`config.mk`:
```
export PLATFORM = sky130hd
export DESIGN_NAME = swd_line_shifter
export DESIGN_NICKNAME = d
export VERILOG_FILES = /design/src/rtl/swdls_pkg.sv /design/src/rtl/swdls_seq.sv /design/src/rtl/swdls_shift.sv /design/src/rtl/swd_line_shifter.sv
export VERILOG_INCLUDE_DIRS = /design/src /design/src/rtl
export SDC_FILE = /design/constraint.sdc
export NUM_CORES = 1
export LEC_CHECK = 0
export BUFFER_PORTS_ARGS = -buffer_cell sky130_fd_sc_hd__buf_2
export CORE_MARGIN = 2
export CORE_UTILIZATION = 35
export CTS_CLUSTER_DIAMETER = 50
export DETAILED_ROUTE_END_ITERATION = 16
export PLACE_DENSITY = 0.65
export SYNTH_ARGS = -nofsm -noshare
export SYNTH_HDL_FRONTEND = slang
export SYNTH_SLANG_ARGS = --single-unit
```
`constraint.sdc`:
```
create_clock -name clock -period 4.2 [get_ports clock]
set_clock_uncertainty 0.2 [all_clocks]
set_input_delay 0.84 -clock clock [delete_from_list [all_inputs] [get_ports clock]]
set_output_delay 0.84 -clock clock [all_outputs]
set_load 0.02 [all_outputs]
```
`src/rtl/assert_macros.svh`:
```
// assertion macros used by the rtl
`ifndef ASSERT_MACROS_SVH
`define ASSERT_MACROS_SVH

`ifndef SYNTH

// condition holds at every clock edge out of reset
`define SWDLS_CHECK(label, cond) \
   label: assert property (@(posedge clock) disable iff (reset) (cond)) \
      else $error("swdls check failed");

// consequence holds in the cycle after the antecedent
`define SWDLS_CHECK_NEXT(label, ante, cons) \
   label: assert property (@(posedge clock) disable iff (reset) (ante) |=> (cons)) \
      else $error("swdls check failed");

`else

`define SWDLS_CHECK(label, cond)
`define SWDLS_CHECK_NEXT(label, ante, cons)

`endif

`endif

```
`src/rtl/swdls_pkg.sv`:
```
package swdls_pkg;

   localparam int MAX_BITS = 32;
   localparam int CNT_W    = $clog2(MAX_BITS + 1);
   localparam int IDX_W    = (MAX_BITS > 1) ? $clog2(MAX_BITS) : 1;
   localparam int COUNT_W  = 6;
   localparam int WORD_W   = 32;
   localparam int SAMPLE_W = 33;

   typedef enum logic [1:0] {
      OP_WRITE,
      OP_WRITE_PAR,
      OP_READ,
      OP_READ_PAR
   } opcode_type;

   typedef enum logic [1:0] {
      ST_IDLE,
      ST_TURN,
      ST_DATA,
      ST_PARITY
   } state_type;

   typedef struct packed {
      opcode_type            opcode;
      logic [COUNT_W-1:0]    bit_count;
      logic [WORD_W-1:0]     write_word;
      logic [SAMPLE_W-1:0]   line_samples;
   } req_type;

   typedef struct packed {
      logic                  turnaround_clock;
      logic                  drive_enable;
      logic                  line_out;
      logic [WORD_W-1:0]     read_word;
      logic                  parity_error;
      logic                  last;
   } rsp_type;

   typedef struct packed {
      logic                  load;
      logic                  fire;
      logic                  last;
      state_type             pulse;
      logic [IDX_W-1:0]      idx;
   } seq_ctl_type;

   function automatic logic op_is_write(opcode_type op);
      return (op == OP_WRITE) || (op == OP_WRITE_PAR);
   endfunction

   function automatic logic op_has_parity(opcode_type op);
      return (op == OP_WRITE_PAR) || (op == OP_READ_PAR);
   endfunction

endpackage

```
`src/rtl/swdls_seq.sv`:
```
module swdls_seq (
   input  logic                     clock,
   input  logic                     reset,
   input  logic                     req_valid,
   input  swdls_pkg::req_type       req_item,
   input  logic                     slot_free,
   output logic                     req_ready,
   output swdls_pkg::seq_ctl_type   ctl
);
   import swdls_pkg::*;

   state_type          state_ff, state_in;
   logic [CNT_W-1:0]   n_ff, n_in;
   logic [IDX_W-1:0]   idx_ff, idx_in;
   logic               driven_ff, driven_in;
   logic               par_en_ff, par_en_in;

   logic               accept;
   logic               want;
   logic               with_par;
   logic [CNT_W-1:0]   n_clamp;
   logic               data_end;
   logic               fire;

   assign accept   = req_valid && (state_ff == ST_IDLE);
   assign want     = op_is_write(req_item.opcode);
   assign with_par = op_has_parity(req_item.opcode);
   assign n_clamp  = (req_item.bit_count > COUNT_W'(MAX_BITS)) ? CNT_W'(MAX_BITS)
                                                              : CNT_W'(req_item.bit_count);
   assign data_end = ((CNT_W'(idx_ff) + CNT_W'(1)) == n_ff);
   assign fire     = (state_ff != ST_IDLE) && slot_free;

   // next state
   always_comb begin
      state_in = state_ff;
      case (state_ff)
         ST_IDLE: begin
            if (accept) begin
               if (want != driven_ff)   state_in = ST_TURN;
               else if (n_clamp != '0)  state_in = ST_DATA;
               else if (with_par)       state_in = ST_PARITY;
               else                     state_in = ST_IDLE;
            end
         end
         ST_TURN: begin
            if (slot_free) begin
               if (n_ff != '0)     state_in = ST_DATA;
               else if (par_en_ff) state_in = ST_PARITY;
               else                state_in = ST_IDLE;
            end
         end
         ST_DATA: begin
            if (slot_free && data_end) state_in = par_en_ff ? ST_PARITY : ST_IDLE;
         end
         ST_PARITY: begin
            if (slot_free) state_in = ST_IDLE;
         end
         default: state_in = ST_IDLE;
      endcase
   end

   always_comb begin
      n_in      = n_ff;
      idx_in    = idx_ff;
      driven_in = driven_ff;
      par_en_in = par_en_ff;
      if (accept) begin
         n_in      = n_clamp;
         idx_in    = '0;
         driven_in = want;
         par_en_in = with_par;
      end else if (fire && (state_ff == ST_DATA)) begin
         idx_in = idx_ff + IDX_W'(1);
      end
   end

   // outputs
   always_comb begin
      req_ready = (state_ff == ST_IDLE);
      ctl.load  = accept;
      ctl.fire  = fire;
      ctl.pulse = state_ff;
      ctl.idx   = idx_ff;
      case (state_ff)
         ST_TURN:   ctl.last = (n_ff == '0) && !par_en_ff;
         ST_DATA:   ctl.last = data_end && !par_en_ff;
         ST_PARITY: ctl.last = 1'b1;
         default:   ctl.last = 1'b0;
      endcase
   end

   always_ff @(posedge clock) begin
      if (reset) begin
         state_ff  <= ST_IDLE;
         driven_ff <= 1'b0;
      end else begin
         state_ff  <= state_in;
         driven_ff <= driven_in;
      end
      n_ff      <= n_in;
      idx_ff    <= idx_in;
      par_en_ff <= par_en_in;
   end

endmodule

```
`src/rtl/swdls_shift.sv`:
```
module swdls_shift (
   input  logic                     clock,
   input  swdls_pkg::req_type       req_item,
   input  swdls_pkg::seq_ctl_type   ctl,
   output swdls_pkg::rsp_type       result
);
   import swdls_pkg::*;

   logic [WORD_W-1:0]    wr_ff, wr_in;
   logic [SAMPLE_W-1:0]  smp_ff, smp_in;
   logic [WORD_W-1:0]    word_ff, word_in;
   logic                 par_ff, par_in;
   logic                 rd_ff, rd_in;
   logic                 chk_ff, chk_in;
   logic                 cur_bit;
   logic                 data_step;

   assign cur_bit   = rd_ff ? smp_ff[0] : wr_ff[0];
   assign data_step = ctl.fire && (ctl.pulse == ST_DATA);

   // read bit lands at its own position of the word
   always_comb begin
      word_in = word_ff;
      if (rd_ff && (ctl.pulse == ST_DATA)) word_in[ctl.idx] = smp_ff[0];
   end

   always_comb begin
      wr_in  = wr_ff;
      smp_in = smp_ff;
      par_in = par_ff;
      rd_in  = rd_ff;
      chk_in = chk_ff;
      if (ctl.load) begin
         wr_in  = req_item.write_word;
         smp_in = req_item.line_samples;
         par_in = 1'b0;
         rd_in  = !op_is_write(req_item.opcode);
         chk_in = op_has_parity(req_item.opcode);
      end else if (data_step) begin
         wr_in  = wr_ff >> 1;
         smp_in = smp_ff >> 1;
         par_in = par_ff ^ cur_bit;
      end
   end

   always_comb begin
      result      = '0;
      result.last = ctl.last;
      case (ctl.pulse)
         ST_TURN: result.turnaround_clock = 1'b1;
         ST_DATA: begin
            result.drive_enable = !rd_ff;
            result.line_out     = !rd_ff && wr_ff[0];
         end
         ST_PARITY: begin
            result.drive_enable = !rd_ff;
            result.line_out     = !rd_ff && par_ff;
         end
         default: result.turnaround_clock = 1'b0;
      endcase
      if (rd_ff && ctl.last) begin
         result.read_word    = word_in;
         // after the data shifts, bit 0 of the sample register is the parity pulse
         result.parity_error = chk_ff && (ctl.pulse == ST_PARITY) && (par_ff ^ smp_ff[0]);
      end
   end

   always_ff @(posedge clock) begin
      wr_ff  <= wr_in;
      smp_ff <= smp_in;
      par_ff <= par_in;
      rd_ff  <= rd_in;
      chk_ff <= chk_in;
      if (ctl.load)       word_ff <= '0;
      else if (data_step) word_ff <= word_in;
   end

endmodule

```
`src/rtl/swd_line_shifter.sv`:
```
// serial wire debug line shifter
// req channel: one line operation per transfer (opcode, bit_count, write_word,
// line_samples). rsp channel: one transfer per clock pulse on the wire, giving
// turnaround_clock, drive_enable, line_out, and on the final pulse (last) the
// assembled read_word and parity_error of a read.
// an operation yields an optional turnaround pulse when the line direction
// changes, bit_count data pulses (clamped to 32) and an optional parity pulse:
// 0 to 34 results. the first result leaves through the result register once the
// sequencer has left idle, then one result per cycle while the receiver keeps
// rsp_ready high. one operation is handled at a time: req_ready stays low until
// the last pulse fires; the sequencer steps the data shift registers one bit
// per cycle while the result slot is free. with no pulses req_ready stays high.
// a stalled receiver holds the result register and the sequencer waits on it.
// reset releases the line (next write starts with a turnaround) and empties
// the result register.
`include "assert_macros.svh"

module swd_line_shifter (
   input  logic                 clock,
   input  logic                 reset,
   input  logic                 req_valid,
   output logic                 req_ready,
   input  swdls_pkg::req_type   req_item,
   output logic                 rsp_valid,
   input  logic                 rsp_ready,
   output swdls_pkg::rsp_type   rsp_item
);
   import swdls_pkg::*;

   seq_ctl_type   ctl;
   rsp_type       result;
   rsp_type       rsp_item_ff;
   logic          rsp_valid_ff, rsp_valid_in;
   logic          slot_free;

   assign slot_free = !rsp_valid_ff || rsp_ready;

   swdls_seq u_seq (
      .clock     (clock),
      .reset     (reset),
      .req_valid (req_valid),
      .req_item  (req_item),
      .slot_free (slot_free),
      .req_ready (req_ready),
      .ctl       (ctl)
   );

   swdls_shift u_shift (
      .clock    (clock),
      .req_item (req_item),
      .ctl      (ctl),
      .result   (result)
   );

   always_comb begin
      rsp_valid_in = rsp_valid_ff;
      if (ctl.fire)      rsp_valid_in = 1'b1;
      else if (rsp_ready) rsp_valid_in = 1'b0;
   end

   always_ff @(posedge clock) begin
      if (reset) rsp_valid_ff <= 1'b0;
      else       rsp_valid_ff <= rsp_valid_in;
      if (ctl.fire) rsp_item_ff <= result;
   end

   assign rsp_valid = rsp_valid_ff;
   assign rsp_item  = rsp_item_ff;

   // released line never carries a high level
   `SWDLS_CHECK(a_released_low, !(rsp_valid_ff && !rsp_item_ff.drive_enable && rsp_item_ff.line_out))
   // read data only shows up on the closing pulse
   `SWDLS_CHECK(a_word_on_last, !(rsp_valid_ff && (rsp_item_ff.read_word != '0) && !rsp_item_ff.last))
   // closing pulse frees the sequencer for the next operation
   `SWDLS_CHECK_NEXT(a_last_frees, ctl.fire && ctl.last, req_ready)

endmodule

```
==> run_results.csv, run 1 <==
group,metric,value,unit
critical_path,cpMostUsedCell,"inv_1",
pwr,power_density,703,mW/mm2
finish,n_antenna_cell,0,
synth,synthMuxAreaShare,0.429,%
critical_path,crit_path_cell_trace,"inv_1 -> ha_1 -> inv_1 -> and3_1 -> nor2_1 -> buf_4 -> inv_2 -> buf_12",
pwr,ir_drop,390,uV
route,dr.pass1.iters,5,
route,wirelength,15.4,mm
grt,antenna_found_initial,1,
critical_path,cp_data_arrival_time,2830,ps
cts,htreeDepth,4,
die,die_w,145,um
synth,syn_inst,741,
route,wl_per_cell,13.9,um
synth,yosysWarnings,0,
critical_path,critPathRequiredTime,4110,ps
finish,fin_util,42.9,%
die,core,0.0195,mm2
route,num_vias,5411,
outcome,status,"completed",
placement,gp_congestion,0.772,
critical_path,startpoint_type,"flip-flop",
timing,slew_viol_final,0,
timing,max_slew_margin,42.6,%
route,via_per_inst,4.90,
cts,cts.reportedPaths.clkPinSlew,60,ps
synth,synth_area_per_cell,9.45,um2
grt,grt_pass1_vias,4947,
grt,grtUsageTotal,14.6,%
timing,setup_violations,0,
critical_path,cp_slowest_cell,"inv_2",
timing,period_needed,2920,ps
critical_path,slowest_delay,550,ps
cts,postCtsSetupBuffers,0,
cts,cts_resized,0,
pwr,p_leak,3.29,nW
critical_path,cp_max_fo,36,
route,drt_iter0_markers,415,
finish,drive_gt1_share,19.1,%
timing,period_share,69.5,%
timing,rsz0062_at_grt,"no",
synth,synth_top_family_by_area,"simple AND/OR/NAND/NOR gates",
synth,yosys.area_share.adder,1.43,%
synth,synth.distinct_cells,44,
synth,synth-edff-count,110,
synth,synthArstFlopShare,0,%
synth,syn_nets,826,
pwr,finalPower,5.88,mW
synth,synthFlopType,"edfxtp_1",
placement,post-place-cells,1072,
grt,grt_pass1_wl,25.0,mm
placement,place_hpwl,9.60,mm
timing,tns,0,ps
run,cap_violations,0,
critical_path,endpoint_kind,"flip-flop",
synth,synth_compound_area_share,13.2,%
placement,port_buffers,115,
die,dieArea,0.0212,mm2
grt,globalRouteOverflowTotal,0,
cts,ctsLongestPathBuffers,2,
synth,ys_ff_latch,152,
cts,cts-root-buf,"clkbuf_16",
finish,final_nets,911,
finish,stdcell_count,1104,
die,core.rowCount,51,
timing,hold_viol_final,0,
synth,netlist_area,0.00700,mm2
die,ios,116,
cts,cts_tree,"built",
die,initial_core_util,35.9,%
cts,cts_buffers,17,
worst_hold_path,min_path_type,"flip-flop to flip-flop",
cts,cts-hold-fix-buffers,0,
cts,clock_sinks,152,
critical_path,crit_type,"flip-flop to flip-flop",
timing,tightest_slew,861,ps
grt,grt_max_degree,76,
synth,ys_seq_area_share,59.2,%
synth,synthSimpleGateAreaFrac,20.0,%
die,die_h,145,um
finish,area_growth,19.5,%
route,ant_nets,0,
timing,max_freq,343,MHz
route,remaining_drc_errors,0,
synth,synth-xor-area-share,1.64,%
cts,clock_latency,420,ps
==> power by group <==
part | switching (mW) | leakage [nW] | internal, mW
Combinational | 1.24 | 1.58 | 0.491
Sequential | 0.166 | 1.41 | 2.37
Clock | 0.617 | 0.301 | 0.999
Total | 2.02 | 3.29 | 3.86
==> flip-flops by register name, indices dropped and copies added (netlist names) <==
register,count
u_shift.word_ff,32
rsp_item,37
u_seq.n_ff,6
u_seq.par_en_ff,1
u_shift.par_ff,1
u_seq.state_ff,2
u_shift.smp_ff,33
u_seq.idx_ff,5
u_shift.wr_ff,32
u_shift.rd_ff,1
rsp_valid,1
u_seq.driven_ff,1
==> kinds of logic after synthesis <==
logic type	Yosys count
buffers and inverters	69
and+or+nand+nor	343
AOI/OAI and AO/OA	156
DFF	152
adders and majority gates	8
xor gates and xnor gates	10
muxes	3
==> cell type report <==
class | count | area [um2]
clock buffers | 18 | 429
inverters | 11 | 41.3
flip-flops and latches | 152 | 4140
well taps | 265 | 332
repair buffers | 124 | 656
clock inverters | 14 | 196
multi-input cells | 520 | 2570
fillers | 1927 | 11200
==> cells in the final DEF, fill, tap and decap left out, types with 3 or more instances in the layout <==
cell type / netlist / final
nand4b_1: 4 / 4
nand4_1: 4 / 4
clkbuf_16: 0 / 17
mux2i_1: 3 / 3
o31ai_1: 33 / 33
nand2b_1: 5 / 5
bufinv_16: 0 / 4
inv_1: 10 / 9
nand3_1: 6 / 6
clkinv_4: 0 / 4
a21oi_1: 37 / 37
nor2_1: 73 / 73
dfxtp_1: 42 / 42
o21ai_0: 70 / 70
buf_4: 1 / 8
nor3_1: 3 / 3
and3_1: 5 / 5
nand2_1: 228 / 227
inv_6: 0 / 3
a211oi_1: 3 / 3
xnor2_1: 4 / 4
edfxtp_1: 110 / 110
ha_1: 8 / 8
nor2b_1: 5 / 5
buf_2: 2 / 115
xor2_1: 4 / 4
==> through the flow <==
| step | hold WS [ps] | instance area, um2 | setup slack [ps] |
|---|---|---|---|
| 2_1_floorplan | 242 | 7000 | 806 |
| 3_3_place_gp | 255 | 7740 | 1180 |
| 3_5_place_dp | 261 | 7740 | 1140 |
| 4_1_cts | 276 | 8370 | 1250 |
| 5_1_grt | 295 | 8370 | 1080 |
| 6_report | 275 | 8370 | 1280 |
==> layer usage <==
layer  vias to the layer above  global-route usage [%]  part of all wire (%)
met4                         2                    5.20                   1.2
met1                      2498                    19.8                    47
met2                       176                    22.1                    44
met3                        18                    4.51                   7.5
met5                         -                       0                 0.071
li1                       2717                       -                     -
==> final timing paths <==
kind                                                         end  cells past startpoint  slack (ps)                             start
worst max register to register       u_shift.wr_ff[10]$_DFFE_PP_                      8        1280    u_seq.state_ff[0]$_SDFFE_PP0P_
worst min register to register  u_shift.word_ff[10]$_SDFFE_PP0P_                      2         280  u_shift.word_ff[10]$_SDFFE_PP0P_
worst min-delay path            u_shift.word_ff[10]$_SDFFE_PP0P_                      2         280  u_shift.word_ff[10]$_SDFFE_PP0P_
worst max-delay path                 u_shift.wr_ff[10]$_DFFE_PP_                      8        1280    u_seq.state_ff[0]$_SDFFE_PP0P_
==> worst max-delay path, delay by kind of cell, from the launching register on <==
| kind | cells | cell delay (ps) |
|---|---|---|
| and+or+nand+nor | 2 | 290 |
| DFF | 1 | 380 |
| adders and majority gates | 1 | 330 |
| buffers and inverters | 5 | 1390 |
==> cell usage after synthesis, types with 2 or more instances <==
cell	count	area, um2
o21bai_1	2	15.0
ha_1	8	100
nand4_1	4	25.0
clkbuf_1	46	173
dfxtp_1	42	841
o22ai_1	2	12.5
a211oi_1	3	22.5
nor2_1	73	274
nor4_1	2	12.5
edfxtp_1	110	3300
nand2_1	228	856
nor2b_1	5	31.3
o31ai_1	33	248
nand4b_1	4	35.0
buf_2	2	10.0
buf_1	6	22.5
xnor3_1	2	45.0
and2_1	2	12.5
and3_1	5	31.3
o21ai_0	70	350
buf_6	2	22.5
or4_1	2	15.0
a21oi_2	2	17.5
inv_1	10	37.5
a31oi_1	2	12.5
nand2b_1	5	31.3
xnor2_1	4	35.0
nand3_1	6	30.0
a21oi_1	37	185
xor2_1	4	35.0
mux2i_1	3	30.0
nor3_1	3	15.0
Note: power is estimated with default switching activity, not from simulation.
==> inputs of run 2 (changes only) <==
--- a/config.mk
+++ b/config.mk
@@ -11,7 +11,7 @@
 export CORE_UTILIZATION = 35
 export CTS_CLUSTER_DIAMETER = 50
 export DETAILED_ROUTE_END_ITERATION = 16
-export PLACE_DENSITY = 0.65
+export PLACE_DENSITY = 0.67
 export SYNTH_ARGS = -nofsm -noshare
 export SYNTH_HDL_FRONTEND = slang
 export SYNTH_SLANG_ARGS = --single-unit
==> constraint.sdc (replaced) <==
create_clock -name clock -period 2.4 [get_ports clock]
set_clock_uncertainty 0.2 [all_clocks]
set_input_delay 0.48 -clock clock [delete_from_list [all_inputs] [get_ports clock]]
set_output_delay 0.48 -clock clock [all_outputs]
set_load 0.02 [all_outputs]
==> run_results.csv, run 2 (synthesized netlist as in run 1, its figures left out) <==
group,metric,value,unit
cts,clock_latency,420,ps
die,core,0.0195,mm2
placement,place_hpwl,9.86,mm
cts,clock_sinks,152,
critical_path,cp_max_fo,32,
finish,fin_util,43.4,%
grt,grt_max_degree,67,
route,dr.pass1.iters,6,
timing,hold_viol_final,0,
critical_path,critPathRequiredTime,2460,ps
pwr,ir_drop,870,uV
grt,antenna_found_initial,2,
timing,setup_violations,0,
finish,final_nets,925,
timing,period_share,91.8,%
timing,tightest_slew,711,ps
die,initial_core_util,35.9,%
worst_hold_path,holdCritStartpoint,"req_item[71]",
timing,rsz0062_at_grt,"no",
finish,stdcell_count,1119,
grt,grt_pass1_vias,5045,
cts,cts_buffers,17,
placement,gp_congestion,0.780,
finish,drive_gt1_share,21.5,%
die,die_w,145,um
cts,cts_tree,"built",
die,dieArea,0.0212,mm2
timing,period_needed,2200,ps
run,cap_violations,0,
route,via_per_inst,4.84,
die,ios,116,
placement,post-place-cells,1086,
timing,max_slew_margin,52.5,%
finish,layout.cells.most_common_list,"227 x nand2_1, 115 x buf_2, 110 x edfxtp_1",
finish,area_growth,21.0,%
cts,ctsLongestPathBuffers,2,
worst_hold_path,hold_depth,1,
cts,cts_resized,0,
critical_path,endpoint_kind,"flip-flop",
timing,max_freq,454,MHz
finish,final_common_cell,"nand2_1",
grt,grtUsageTotal,15.3,%
die,die_h,145,um
cts,cts-hold-fix-buffers,0,
critical_path,startpoint_type,"flip-flop",
pwr,power_density,1200,mW/mm2
route,wl_per_cell,14.2,um
grt,grt_pass1_wl,26.1,mm
route,num_vias,5413,
critical_path,reg2reg_slack,200,ps
cts,htreeDepth,4,
route,remaining_drc_errors,0,
placement,pre_cts_ws,105,ps
critical_path,cp_data_arrival_time,2260,ps
critical_path,rr_startpoint,"u_seq.n_ff[0]$_DFFE_PP_",
critical_path,cp-startpoint,"u_seq.n_ff[0]$_DFFE_PP_",
worst_hold_path,min_path_type,"input port to flip-flop",
timing,tns,0,ps
outcome,status,"completed",
critical_path,crit_type,"flip-flop to flip-flop",
timing,fin_ws,197,ps
die,core.rowCount,51,
placement,port_buffers,115,
pwr,p_leak,3.33,nW
cts,postCtsSetupBuffers,0,
cts,cts.reportedPaths.clkPinSlew,60,ps
cts,cts-root-buf,"clkbuf_16",
critical_path,r2r_cells,6,
route,drt_iter0_markers,369,
route,ant_nets,0,
grt,globalRouteOverflowTotal,0,
route,wirelength,15.9,mm
timing,slew_viol_final,0,
finish,largest_register_ffs,37,
-- run 2: cell count changes in the layout (fill, tap and decap cells not counted), moves of 4 or more --
cell / delta
buf_4: +10
buf_12: +4
clkinv_2: +5
bufinv_16: -4
-- run 2: worst max-delay path: stages, from the launching register on --
cell and delay (ps):
edfxtp_1 420, nor4_2 400, a21oi_1 170, o41ai_1 420
a21oi_2 90, buf_12 190, a21oi_1 160
-- run 2: area by class of cell --
cell class                      instances  area [um2]
Fill cell                            1927       11100
Sequential cell                       152        4150
Multi-Input combinational cell        520        2600
Timing Repair Buffer                  138         811
Clock buffer                           24         482
Tap cell                              265         332
Clock inverter                          8        48.8
Inverter                               11        47.5
Antenna cell                            1        2.50
-- run 2: per-stage QoR --
step | hold slack [ps] | area [um2] | total power, mW
4_1_cts | 48.5 | 8460 | 10.3
3_3_place_gp | 255 | 7930 | 7.76
5_1_grt | 64.8 | 8470 | 10.8
3_5_place_dp | 259 | 7930 | 7.82
6_report | 68.5 | 8470 | 10.1
2_1_floorplan | 242 | 7050 | 6.71
-- run 2: power by group --
| part | total [mW] | switching, mW | internal (mW) | leakage (nW) |
|---|---|---|---|---|
| clock network | 2.44 | 1.04 | 1.40 | 0.260 |
| registers | 4.46 | 0.311 | 4.15 | 1.41 |
| logic | 3.24 | 2.25 | 0.992 | 1.66 |
| total | 10.1 | 3.60 | 6.54 | 3.33 |
-- run 2: path summary, 6_finish.rpt --
check	end
setup / recovery	rsp_item[5]$_SDFFCE_PN0P_
hold / removal	u_seq.par_en_ff$_DFFE_PP_
setup reg to reg	rsp_item[5]$_SDFFCE_PN0P_
hold reg to reg	u_shift.word_ff[28]$_SDFFE_PP0P_
-- run 2: metal layers --
| metal | wire, um | share of wire, % | GRT usage (%) |
|---|---|---|---|
| met5 | 13 | 0.082 | 0 |
| met1 | 7430 | 47 | 20.8 |
| met2 | 7140 | 45 | 23.2 |
| met3 | 1140 | 7.2 | 5.11 |
| met4 | 180 | 1.1 | 4.75 |
==> inputs of run 3 (changes only) <==
==> constraint.sdc (replaced) <==
create_clock -name clock -period 2.4 [get_ports clock]
set_clock_uncertainty 0.2 [all_clocks]
set_input_delay 0.48 -clock clock [delete_from_list [all_inputs] [get_ports clock]]
set_output_delay 0.48 -clock clock [all_outputs]
set_load 0.05 [all_outputs]
==> run_results.csv, run 3 (synthesized netlist as in run 1, its figures left out) <==
group,metric,value,unit
finish,drive_gt1_share,22.4,%
timing,holdWs,70.9,ps
critical_path,rr_startpoint,"u_seq.idx_ff[1]$_SDFFE_PP0P_",
die,dieArea,0.0212,mm2
worst_hold_path,hold_depth,2,
route,via_per_inst,4.85,
run,cap_violations,0,
timing,max_freq,445,MHz
route,remaining_drc_errors,0,
cts,ctsLongestPathBuffers,2,
critical_path,cp_max_fo,32,
critical_path,crit_type,"flip-flop to flip-flop",
cts,cts-root-buf,"clkbuf_16",
critical_path,cp_slowest_cell,"dfxtp_1",
route,ant_nets,0,
timing,rsz0062_at_grt,"no",
grt,grt_max_degree,65,
die,core.rowCount,51,
cts,cts_buffers,17,
die,ios,116,
route,drt_iter0_markers,400,
timing,fin_ws,153,ps
grt,grtUsageMet3,4.48,%
route,num_vias,5450,
die,initial_core_util,35.9,%
finish,area_growth,22.8,%
critical_path,startpoint_type,"flip-flop",
critical_path,r2r-end,"rsp_item[22]$_SDFFCE_PN0P_",
die,die_w,145,um
cts,cts_resized,0,
worst_hold_path,hold_end,"rsp_valid$_SDFFE_PP0P_",
outcome,status,"completed",
pwr,power_density,1290,mW/mm2
pwr,p_leak,3.39,nW
grt,grt_pass1_vias,5193,
placement,place_hpwl,10.2,mm
cts,clock_latency,420,ps
critical_path,path_delay_family,"flip-flops",
cts,cts.reportedPaths.clkPinSlew,60,ps
route,wirelength,16.0,mm
timing,hold_viol_final,0,
placement,gp_congestion,0.749,
grt,grt_use_met2,24.6,%
worst_hold_path,min_path_type,"input port to flip-flop",
critical_path,reg2reg_slack,150,ps
critical_path,slowest_delay,410,ps
critical_path,cp_data_arrival_time,2210,ps
timing,period_share,93.6,%
timing,tightest_slew,630,ps
route,dr.pass1.iters,5,
cts,htreeDepth,4,
finish,final_common_cell,"nand2_1",
timing,slew_viol_final,0,
cts,cts-hold-fix-buffers,0,
critical_path,crit_path_cell_trace,"ha_1 -> xnor3_1 -> nand3_1 -> a211oi_1 -> a21oi_2 -> buf_12 -> a21oi_1",
timing,max_slew_margin,58.0,%
timing,setup_violations,0,
finish,fin_util,44.0,%
critical_path,critPathBufInv,1,
critical_path,endpoint_kind,"flip-flop",
placement,pre_cts_ws,93.4,ps
placement,port_buffers,115,
worst_hold_path,holdCritStartpoint,"reset",
finish,largest_register_ffs,37,
timing,period_needed,2250,ps
grt,top_usage_layer,"met2",
grt,grt_use_met1,20.0,%
cts,cts_tree,"built",
cts,clock_sinks,152,
finish,layout.cells.most_common_list,"227 x nand2_1, 115 x buf_2, 110 x edfxtp_1",
finish,final_nets,930,
pwr,ir_drop,582,uV
grt,globalRouteOverflowTotal,0,
critical_path,critPathRequiredTime,2370,ps
grt,grtUsageTotal,15.3,%
die,core,0.0195,mm2
route,wl_per_cell,14.3,um
grt,antenna_found_initial,1,
grt,grt_pass1_wl,26.2,mm
critical_path,r2r_cells,7,
die,die_h,145,um
cts,postCtsSetupBuffers,0,
[run 3: cell count changes in the layout (fill, tap and decap cells not counted), moves of 2 or more]
cell       previous run  this run
buf_4                18        21
clkinv_4              1         3
clkbuf_8              3         1
clkbuf_1              4         0
buf_12                5         7
bufinv_16             0         2
[run 3: how the worst max path moves through the flow]
stage	from	endpoint	cells past startpoint
floorplan	u_seq.state_ff[1]$_SDFFE_PP0P_	u_shift.smp_ff[0]$_DFFE_PP_	8
finish	u_seq.idx_ff[1]$_SDFFE_PP0P_	rsp_item[22]$_SDFFCE_PN0P_	7
global placement	req_item[65]	u_seq.state_ff[0]$_SDFFE_PP0P_	6
detailed placement	req_item[65]	u_seq.state_ff[0]$_SDFFE_PP0P_	6
global route	u_seq.idx_ff[1]$_SDFFE_PP0P_	rsp_item[20]$_SDFFCE_PN0P_	7
CTS	u_seq.idx_ff[1]$_SDFFE_PP0P_	rsp_item[22]$_SDFFCE_PN0P_	7
[run 3: area by class of cell]
cell class,count,area (um2)
clock buffer,18,439
multi-input combinational,520,2610
inverter,11,47.5
tap,265,332
timing repair buffer,143,873
sequential,152,4150
fill,1953,10900
antenna,1,2.50
clock inverter,14,149
[run 3: metrics by stage]
| step | total power, mW | cell area [um2] | instances | TNS, ps |
|---|---|---|---|---|
| 2_1_floorplan | 7.34 | 7050 | 741 | -29150 |
| 3_3_place_gp | 8.45 | 8000 | 1091 | 0 |
| 3_5_place_dp | 8.52 | 8000 | 1091 | 0 |
| 4_1_cts | 11.2 | 8580 | 1123 | 0 |
| 5_1_grt | 11.7 | 8600 | 1123 | 0 |
| 6_report | 11.1 | 8600 | 1124 | 0 |
[run 3: metal layers]
metal / vias up / part of all wire, % / routed length (um)
met4: 0 / 1.1 / 179
met3: 16 / 8.0 / 1280
met5: - / 0 / 0
met2: 222 / 45 / 7240
met1: 2457 / 46 / 7330
li1: 2755 / - / -
[run 3: power breakdown]
part,switching [mW],internal [mW]
logic,2.90,1.07
clock network,1.10,1.56
registers,0.305,4.15
total,4.30,6.78
[run 3: worst register-to-register path: stages (launching register included)]
cell and delay (ps):
dfxtp_1 410, ha_1 310, xnor3_1 350, nand3_1 160
a211oi_1 80, a21oi_2 190, buf_12 210, a21oi_1 80
